### config.mk
export PLATFORM = sky130hd
export DESIGN_NAME = i2c_bit_level_master
export DESIGN_NICKNAME = d
export VERILOG_FILES = /design/src/rtl/i2cblm_pkg.sv /design/src/rtl/i2c_bit_level_master.sv
export SDC_FILE = /design/constraint.sdc
export NUM_CORES = 1
export LEC_CHECK = 0
export BUFFER_PORTS_ARGS = -buffer_cell sky130_fd_sc_hd__buf_2
export CAP_MARGIN = 10
export CORE_ASPECT_RATIO = 2
export CORE_MARGIN = 5
export CORE_UTILIZATION = 64
export DETAILED_ROUTE_END_ITERATION = 10
export MAX_ROUTING_LAYER = met4
export PLACE_DENSITY = 0.86
export SYNTH_ARGS = -nofsm -noshare
export SYNTH_HDL_FRONTEND = slang
export SYNTH_SLANG_ARGS = --single-unit
### constraint.sdc
create_clock -name clock -period 10.8 [get_ports clock]
set_input_delay 1.08 -clock clock [delete_from_list [all_inputs] [get_ports clock]]
set_output_delay 1.08 -clock clock [all_outputs]
set_load 0.01 [all_outputs]
### src/rtl/i2cblm_pkg.sv
// Shared types and constants for the I2C bit-level master.
package i2cblm_pkg;

   typedef enum logic [1:0] {
      CMD_START = 2'd0,
      CMD_STOP  = 2'd1,
      CMD_WRITE = 2'd2,
      CMD_READ  = 2'd3
   } cmd_type;

   // transaction kind carried on tuser
   localparam logic KIND_COMMAND = 1'b0;
   localparam logic KIND_TICK    = 1'b1;

   // bit positions within the line drive register
   localparam int LINE_SCL = 0;
   localparam int LINE_SDA = 1;
   localparam int LINE_OE  = 2;

   localparam logic [2:0] LINES_RESET = 3'b111;

   // phases per command
   localparam logic [5:0] PHASES_START = 6'd3;
   localparam logic [5:0] PHASES_STOP  = 6'd3;
   localparam logic [5:0] PHASES_WRITE = 6'd27;
   localparam logic [5:0] PHASES_READ  = 6'd20;

   // write phases: 8 bits of three phases each, then the ack slot
   localparam logic [5:0] WR_ACK_RELEASE = 6'd24;
   localparam logic [5:0] WR_ACK_HIGH    = 6'd25;

   // read phases: release, SCL half-periods for the eight data bits, then the ack slot
   localparam logic [5:0] RD_RELEASE   = 6'd0;
   localparam logic [5:0] RD_ACK_DRIVE = 6'd17;
   localparam logic [5:0] RD_ACK_HIGH  = 6'd18;

   localparam logic [7:0] MSB_MASK = 8'h80;

   localparam logic [15:0] DELAY_RESET = 16'd1;

endpackage

### src/rtl/i2c_bit_level_master.sv
// I2C bit-level master: timed bus phases for start, stop, write byte and read byte.

// Takes one transaction per clock, commands and ticks alike, and returns one result
// for each, registered in the cycle after acceptance. The only limit on rate is the
// single output register: req_tready is high while that register is empty or is
// being emptied in the same cycle, so a stalled rsp side stalls the req side
// directly. Each command is a fixed list of phases (start 3, stop 3, write 27,
// read 20); each phase lasts csr ticks_per_delay tick transactions (0 counts as 1),
// and the new line levels of a phase appear in the result of the tick that ends
// the previous one. A command that arrives while one is running is flagged as
// rejected and otherwise ignored. No other configuration or start-up pass is needed.
module i2c_bit_level_master (
   input  logic        clock,
   input  logic        reset,
   input  logic        req_tvalid,
   output logic        req_tready,
   // [1:0] command, [9:2] write_byte, [10] ack_select, [11] sda_in, [15:12] zero
   input  logic [15:0] req_tdata,
   // [0] kind
   input  logic        req_tuser,
   output logic        rsp_tvalid,
   input  logic        rsp_tready,
   // [0] scl_out, [1] sda_out, [2] sda_drive, [3] busy_res, [4] done_res,
   // [5] ack_received, [13:6] read_data, [14] rejected, [15] zero
   output logic [15:0] rsp_tdata,
   input  logic        csr_we,
   input  logic [15:0] csr_wdata
);

   logic                 delay_zero;
   logic [15:0]          tpd_ff;
   logic [5:0]           phase_ff, phase_in;
   i2cblm_pkg::cmd_type  cmd_ff, cmd_in;
   logic                 active_ff, active_in;
   logic [7:0]           shift_ff, shift_in;
   logic [15:0]          delay_ff, delay_in;
   logic                 ack_choice_ff, ack_choice_in;
   logic [2:0]           lines_ff, lines_in;
   logic                 ack_seen_ff, ack_seen_in;
   logic                 rsp_valid_ff, rsp_valid_in;
   logic [15:0]          rsp_data_ff, rsp_data_in;

   logic                 accept;
   logic                 req_kind;
   i2cblm_pkg::cmd_type  req_cmd;
   logic [7:0]           req_byte;
   logic                 req_ack;
   logic                 req_sda;
   logic [15:0]          limit;
   logic [15:0]          count_next;
   logic [5:0]           phase_next;
   logic                 done;
   logic                 rejected;
   logic                 ack_out;
   logic [7:0]           data_out;

   function automatic logic [5:0] phase_total(input i2cblm_pkg::cmd_type cmd);
      logic [5:0] total;
      unique case (cmd)
         i2cblm_pkg::CMD_START: total = i2cblm_pkg::PHASES_START;
         i2cblm_pkg::CMD_STOP:  total = i2cblm_pkg::PHASES_STOP;
         i2cblm_pkg::CMD_WRITE: total = i2cblm_pkg::PHASES_WRITE;
         i2cblm_pkg::CMD_READ:  total = i2cblm_pkg::PHASES_READ;
         default:               total = i2cblm_pkg::PHASES_START;
      endcase
      return total;
   endfunction

   // bit number within the byte for write phases below the ack slot
   function automatic logic [2:0] write_bitno(input logic [5:0] p);
      logic [2:0] bitno;
      case (p) inside
         [6'd0:6'd2]:   bitno = 3'd0;
         [6'd3:6'd5]:   bitno = 3'd1;
         [6'd6:6'd8]:   bitno = 3'd2;
         [6'd9:6'd11]:  bitno = 3'd3;
         [6'd12:6'd14]: bitno = 3'd4;
         [6'd15:6'd17]: bitno = 3'd5;
         [6'd18:6'd20]: bitno = 3'd6;
         default:       bitno = 3'd7;
      endcase
      return bitno;
   endfunction

   // line levels on entry to phase p
   function automatic logic [2:0] enter_phase(
      input i2cblm_pkg::cmd_type cmd,
      input logic [5:0]          p,
      input logic [7:0]          shift,
      input logic                ack_choice,
      input logic [2:0]          lines
   );
      logic [2:0] l;
      logic [2:0] bitno;
      logic [5:0] sub;
      logic [7:0] shifted;
      l       = lines;
      bitno   = write_bitno(p);
      sub     = p - 6'({bitno, 1'b0}) - 6'(bitno);
      shifted = (shift << bitno) & i2cblm_pkg::MSB_MASK;
      unique case (cmd)
         i2cblm_pkg::CMD_START: begin
            if (p == 6'd0) begin
               l = i2cblm_pkg::LINES_RESET;
            end else if (p == 6'd1) begin
               l[i2cblm_pkg::LINE_SDA] = 1'b0;
            end else begin
               l[i2cblm_pkg::LINE_SCL] = 1'b0;
            end
         end
         i2cblm_pkg::CMD_STOP: begin
            if (p == 6'd0) begin
               l[i2cblm_pkg::LINE_SDA] = 1'b0;
               l[i2cblm_pkg::LINE_OE]  = 1'b1;
               l[i2cblm_pkg::LINE_SCL] = 1'b0;
            end else if (p == 6'd1) begin
               l[i2cblm_pkg::LINE_SCL] = 1'b1;
            end else begin
               l[i2cblm_pkg::LINE_SDA] = 1'b1;
            end
         end
         i2cblm_pkg::CMD_WRITE: begin
            if (p < i2cblm_pkg::WR_ACK_RELEASE) begin
               if (sub == 6'd0) begin
                  l[i2cblm_pkg::LINE_OE]  = 1'b1;
                  l[i2cblm_pkg::LINE_SDA] = (shifted != 8'd0);
               end else if (sub == 6'd1) begin
                  l[i2cblm_pkg::LINE_SCL] = 1'b1;
               end else begin
                  l[i2cblm_pkg::LINE_SCL] = 1'b0;
               end
            end else if (p == i2cblm_pkg::WR_ACK_RELEASE) begin
               l[i2cblm_pkg::LINE_OE]  = 1'b0;
               l[i2cblm_pkg::LINE_SDA] = 1'b1;
            end else if (p == i2cblm_pkg::WR_ACK_HIGH) begin
               l[i2cblm_pkg::LINE_SCL] = 1'b1;
            end else begin
               l[i2cblm_pkg::LINE_SCL] = 1'b0;
            end
         end
         i2cblm_pkg::CMD_READ: begin
            if (p == i2cblm_pkg::RD_RELEASE) begin
               l[i2cblm_pkg::LINE_OE]  = 1'b0;
               l[i2cblm_pkg::LINE_SDA] = 1'b1;
            end else if (p < i2cblm_pkg::RD_ACK_DRIVE) begin
               l[i2cblm_pkg::LINE_SCL] = p[0];
            end else if (p == i2cblm_pkg::RD_ACK_DRIVE) begin
               l[i2cblm_pkg::LINE_OE]  = 1'b1;
               l[i2cblm_pkg::LINE_SDA] = ~ack_choice;
            end else if (p == i2cblm_pkg::RD_ACK_HIGH) begin
               l[i2cblm_pkg::LINE_SCL] = 1'b1;
            end else begin
               l[i2cblm_pkg::LINE_SCL] = 1'b0;
            end
         end
         default: l = lines;
      endcase
      return l;
   endfunction

   assign req_tready = ~rsp_valid_ff | rsp_tready;
   assign accept     = req_tvalid & req_tready;
   assign rsp_tvalid = rsp_valid_ff;
   assign rsp_tdata  = rsp_data_ff;

   assign req_kind = req_tuser;
   assign req_cmd  = i2cblm_pkg::cmd_type'(req_tdata[1:0]);
   assign req_byte = req_tdata[9:2];
   assign req_ack  = req_tdata[10];
   assign req_sda  = req_tdata[11];

   assign delay_zero = (tpd_ff == 16'd0);
   assign limit      = delay_zero ? 16'd1 : tpd_ff;
   assign count_next = delay_ff + 16'd1;
   assign phase_next = phase_ff + 6'd1;

   always_comb begin
      phase_in      = phase_ff;
      cmd_in        = cmd_ff;
      active_in     = active_ff;
      shift_in      = shift_ff;
      delay_in      = delay_ff;
      ack_choice_in = ack_choice_ff;
      lines_in      = lines_ff;
      ack_seen_in   = ack_seen_ff;
      done          = 1'b0;
      rejected      = 1'b0;
      ack_out       = 1'b0;
      data_out      = 8'd0;

      if (req_kind == i2cblm_pkg::KIND_COMMAND) begin
         if (active_ff) begin
            rejected = 1'b1;
         end else begin
            active_in     = 1'b1;
            cmd_in        = req_cmd;
            phase_in      = 6'd0;
            delay_in      = 16'd0;
            ack_choice_in = req_ack;
            ack_seen_in   = 1'b0;
            shift_in      = (req_cmd == i2cblm_pkg::CMD_WRITE) ? req_byte : 8'd0;
            lines_in      = enter_phase(req_cmd, 6'd0, shift_in, req_ack, lines_ff);
         end
      end else if (active_ff) begin
         delay_in = count_next;
         if (count_next >= limit) begin
            // samples are taken on the tick that closes an SCL-high phase
            if (cmd_ff == i2cblm_pkg::CMD_WRITE && phase_ff == i2cblm_pkg::WR_ACK_HIGH) begin
               ack_seen_in = ~req_sda;
            end
            if (cmd_ff == i2cblm_pkg::CMD_READ && phase_ff[0] &&
                phase_ff < i2cblm_pkg::RD_ACK_DRIVE) begin
               shift_in = {shift_ff[6:0], req_sda};
            end
            delay_in = 16'd0;
            if (phase_next >= phase_total(cmd_ff)) begin
               active_in = 1'b0;
               phase_in  = 6'd0;
               done      = 1'b1;
               if (cmd_ff == i2cblm_pkg::CMD_WRITE) begin
                  ack_out = ack_seen_in;
               end
               if (cmd_ff == i2cblm_pkg::CMD_READ) begin
                  data_out = shift_in;
               end
            end else begin
               phase_in = phase_next;
               lines_in = enter_phase(cmd_ff, phase_next, shift_in, ack_choice_ff, lines_ff);
            end
         end
      end
   end

   always_comb begin
      rsp_valid_in = rsp_valid_ff;
      rsp_data_in  = rsp_data_ff;
      if (accept) begin
         rsp_valid_in = 1'b1;
         rsp_data_in  = {1'b0, rejected, data_out, ack_out, done, active_in,
                         lines_in[i2cblm_pkg::LINE_OE], lines_in[i2cblm_pkg::LINE_SDA],
                         lines_in[i2cblm_pkg::LINE_SCL]};
      end else if (rsp_tready) begin
         rsp_valid_in = 1'b0;
      end
   end

   always_ff @(posedge clock) begin
      if (reset) begin
         tpd_ff        <= i2cblm_pkg::DELAY_RESET;
         phase_ff      <= 6'd0;
         cmd_ff        <= i2cblm_pkg::CMD_START;
         active_ff     <= 1'b0;
         shift_ff      <= 8'd0;
         delay_ff      <= 16'd0;
         ack_choice_ff <= 1'b0;
         lines_ff      <= i2cblm_pkg::LINES_RESET;
         ack_seen_ff   <= 1'b0;
         rsp_valid_ff  <= 1'b0;
      end else begin
         if (csr_we) begin
            tpd_ff <= csr_wdata;
         end
         if (accept) begin
            phase_ff      <= phase_in;
            cmd_ff        <= cmd_in;
            active_ff     <= active_in;
            shift_ff      <= shift_in;
            delay_ff      <= delay_in;
            ack_choice_ff <= ack_choice_in;
            lines_ff      <= lines_in;
            ack_seen_ff   <= ack_seen_in;
         end
         rsp_valid_ff <= rsp_valid_in;
      end
   end

   always_ff @(posedge clock) begin
      rsp_data_ff <= rsp_data_in;
   end

`ifndef SYNTHESIS
   // a finished command no longer reports busy
   a_done_not_busy: assert property (@(posedge clock) disable iff (reset)
      (rsp_valid_ff && rsp_data_ff[4]) |-> !rsp_data_ff[3])
      else $error("done reported while still busy");

   // a rejected command never completes anything on the same transaction
   a_reject_no_done: assert property (@(posedge clock) disable iff (reset)
      (rsp_valid_ff && rsp_data_ff[14]) |-> (!rsp_data_ff[4] && rsp_data_ff[3]))
      else $error("rejected transaction also finished or went idle");

   a_phase_in_range: assert property (@(posedge clock) disable iff (reset)
      active_ff |-> (phase_ff < phase_total(cmd_ff)))
      else $error("phase index past end of command");

   a_idle_phase_zero: assert property (@(posedge clock) disable iff (reset)
      !active_ff |-> (phase_ff == 6'd0 && delay_ff == 16'd0))
      else $error("idle engine holds a stale phase or delay count");

   // delay count stays below the phase limit while running, unless the delay register was just written
   a_delay_below_limit: assert property (@(posedge clock) disable iff (reset)
      (active_ff && $stable(tpd_ff)) |-> (delay_ff < limit || $past(csr_we)))
      else $error("delay count at or above phase limit");
`endif

endmodule

==> out/results.txt <==
DR vias - 4869
Root Driver - clkbuf_16
Vias in the first global route - 4998
First-pass GRT wire length - 23600 um
Max-Slew Margin vs Limit - 30.31%
RSZ-0062 raised after global routing - no
Yosys cell types - 77
Count of final setup violators - 0
Post-CTS Setup Inserts - 0
Initial Util - 64.95%
Worst VDD drop - 130.6 uV
Final Critical Period - 6.058 ns
Synth area leader - dfxtp_1
Placed cell area - 5313 um2
I/O Pins - 56
Mapped Avg Cell Area - 8.142 um2
Nets - 732
Mapped Nets - 705
Share of the yosys chip area belonging to registers - 30.30%
# fillers - 631
Placed Instances - 741
FP Rows - 46
Post_cts resized - 0
Gpl congestion - 0.9716
Leak Pwr - 2.411 nW
Vias per cell - 6.432
Hold-fix buffers, CTS - 0
Die width - 73.25 um
Clock sinks - 70
Crit Path Max Fanout - 27
Share of cells above drive strength 1 - 12.56%
Gr usage total - 31.41%
1st-pass router iterations - 5
CTS tree - done
Setup TNS - 0 ns
Worst Hold Class - flip-flop to flip-flop
Commonest cells after routing, fill and taps aside - 97 x nor2_1, 55 x dfxtp_1, 51 x nand2_1
Area grow syn2layout - 8.869%
Die height - 136.5 um
Worst setup path class - flip-flop to flip-flop
Core Box Area - 7885 um2
CTS clock-pin slew for the worst setup and hold paths - 0.05 ns
Hold Vio Cnt, Final - 0
First DRT Iteration DRCs - 291
Syn. warnings - 0
Max-Cap Viols - 0
Register area - 1551 um2
Ranking of synthesized cells by area - dfxtp_1 22%, edfxtp_1 8.8%, ha_1 8.8%
Crit share post-route - 56.09%
Buffers on Ports - 50
Power per cell area - 118.8 nW/um2
DRT Wirelength - 14520 um
Status - complete, no violations
Hpwl dp - 10880 um
Die area - 9999 um2
Flip-flop and latch count after synthesis - 70
R2R setup slack - 4.74 ns
Residual DRC - 0
Non-Filler Instances - 757
Worst-Margin Slew - 1.045 ns
Final Max Tran Viols - 0
Syn Inst Count - 629
Dominant synthesized flop cell - dfxtp_1
Most common cell after layout, fill and taps aside - nor2_1
H-tree depth - 3
Fmax - 165.1 MHz
Max clock buf depth - 2
Initial antenna violation count - 0
WP data required - 10.89 ns
EDFF count, synth - 15
Largest net degree at the start of global routing - 57
Final instance area - 5575 um2
Final Util - 70.71%
Multi-input logic area - 3224 um2
Worst setup EP type - flip-flop
CTS Buf Count - 9
Kind of start point of the critical path - flip-flop
Diode count - 0
DRT antenna net count - 0
Critical Path AT - 6.14 ns
Layout Skew - 0.009494 ns
DR WL/cell - 19.18 um
Async S/R FF share, synth - 0%
Synth top area share - 21.50%
Synthesized cell area - 5121 um2
Post-layout power - 0.6625 mW
GRT overflow - 0
Skew-Pair Late Insertion Delay - 0.34 ns
kinds of logic (layout without fill, tap and decap cells):
| logic type | Yosys count | in the layout | share of synthesized area [%] |
|---|---|---|---|
| compound gates | 147 | 147 | 19.91 |
| other cells | 1 | 1 | 0.07323 |
| buf+inv | 76 | 108 | 6.743 |
| simple gates | 245 | 245 | 23.41 |
| mux | 32 | 32 | 6.279 |
| xor+xnor | 20 | 20 | 3.714 |
| fa+ha+maj | 38 | 38 | 9.577 |
| flops | 70 | 70 | 30.30 |
final timing paths:
check                  to  depth (start not counted)         from
max reg2reg  rsp_tdata[1]                         18  phase_ff[0]
max          rsp_tdata[1]                         18  phase_ff[0]
min           ack_seen_ff                          2  ack_seen_ff
min reg2reg   ack_seen_ff                          2  ack_seen_ff
stage by stage:
stage / hold slack [ns] / setup WS (ns)
2_1_floorplan: 0.4323 / 6.115
3_3_place_gp: 0.4415 / 4.947
3_5_place_dp: 0.4647 / 4.881
4_1_cts: 0.4731 / 4.838
5_1_grt: 0.5006 / 4.334
6_report: 0.4754 / 4.742
power by group:
part / internal [mW] / total (mW) / switching [mW]
logic: 0.0434 / 0.109 / 0.0653
registers: 0.277 / 0.288 / 0.0105
clock network: 0.155 / 0.266 / 0.111
total: 0.476 / 0.662 / 0.186
synthesized netlist by cell type, types with 8 or more instances:
library cell and instances:
a211oi_1 10, xnor2_1 9, clkbuf_1 21, nand2_1 51, nor2_1 97, dfxtp_1 55, and3_1 8, mux2i_1 31
edfxtp_1 15, inv_1 37, ha_1 36, a21oi_1 38, a21o_1 9, nand3_1 15, nand4_1 10, xor2_1 9
nor4_1 8, nand2b_1 13, a22oi_1 20, o211ai_1 9, o21ai_0 23
metal layers:
| layer | wire length (um) | vias to the layer above | global-route usage [%] |
|---|---|---|---|
| met5 | 0 | - | - |
| met4 | 1141 | 0 | 24.44 |
| met3 | 609 | 95 | 4.853 |
| met2 | 7926 | 178 | 55.53 |
| met1 | 4840 | 2279 | 28.88 |
| li1 | - | 2317 | - |
critical path, cell delays in order (launching register included):
cell and delay (ns):
dfxtp_1 0.80, ha_1 0.87, nand3_1 0.32, or3_1 0.39, and3_1 0.20, a2111oi_2 0.26, or2_4 0.24, inv_4 0.06
ha_1 0.33, fa_1 0.44, nor2b_1 0.13, o21ai_0 0.10, a21boi_0 0.21, o2111a_1 0.32, nor4bb_1 0.47, o21ai_0 0.17
nand3_1 0.12, o22ai_1 0.08, a211o_1 0.28
sequential cells by signal, summed over array words and instances (netlist names):
register	cells
delay_ff	16
tpd_ff	16
rsp_tdata	15
shift_ff	8
phase_ff	6
lines_ff	3
cmd_ff	2
ack_choice_ff	1
ack_seen_ff	1
active_ff	1
rsp_tvalid	1
area by class of cell:
| cell class | count | share of cell area (%) |
|---|---|---|
| Multi-Input combinational cell | 483 | 57.83 |
| Sequential cell | 70 | 27.83 |
| Timing Repair Buffer | 51 | 4.623 |
| Clock buffer | 12 | 4.241 |
| Inverter | 41 | 2.850 |
| Tap cell | 96 | 2.154 |
| Clock inverter | 4 | 0.4713 |
Power figures use the tool's default switching activity.
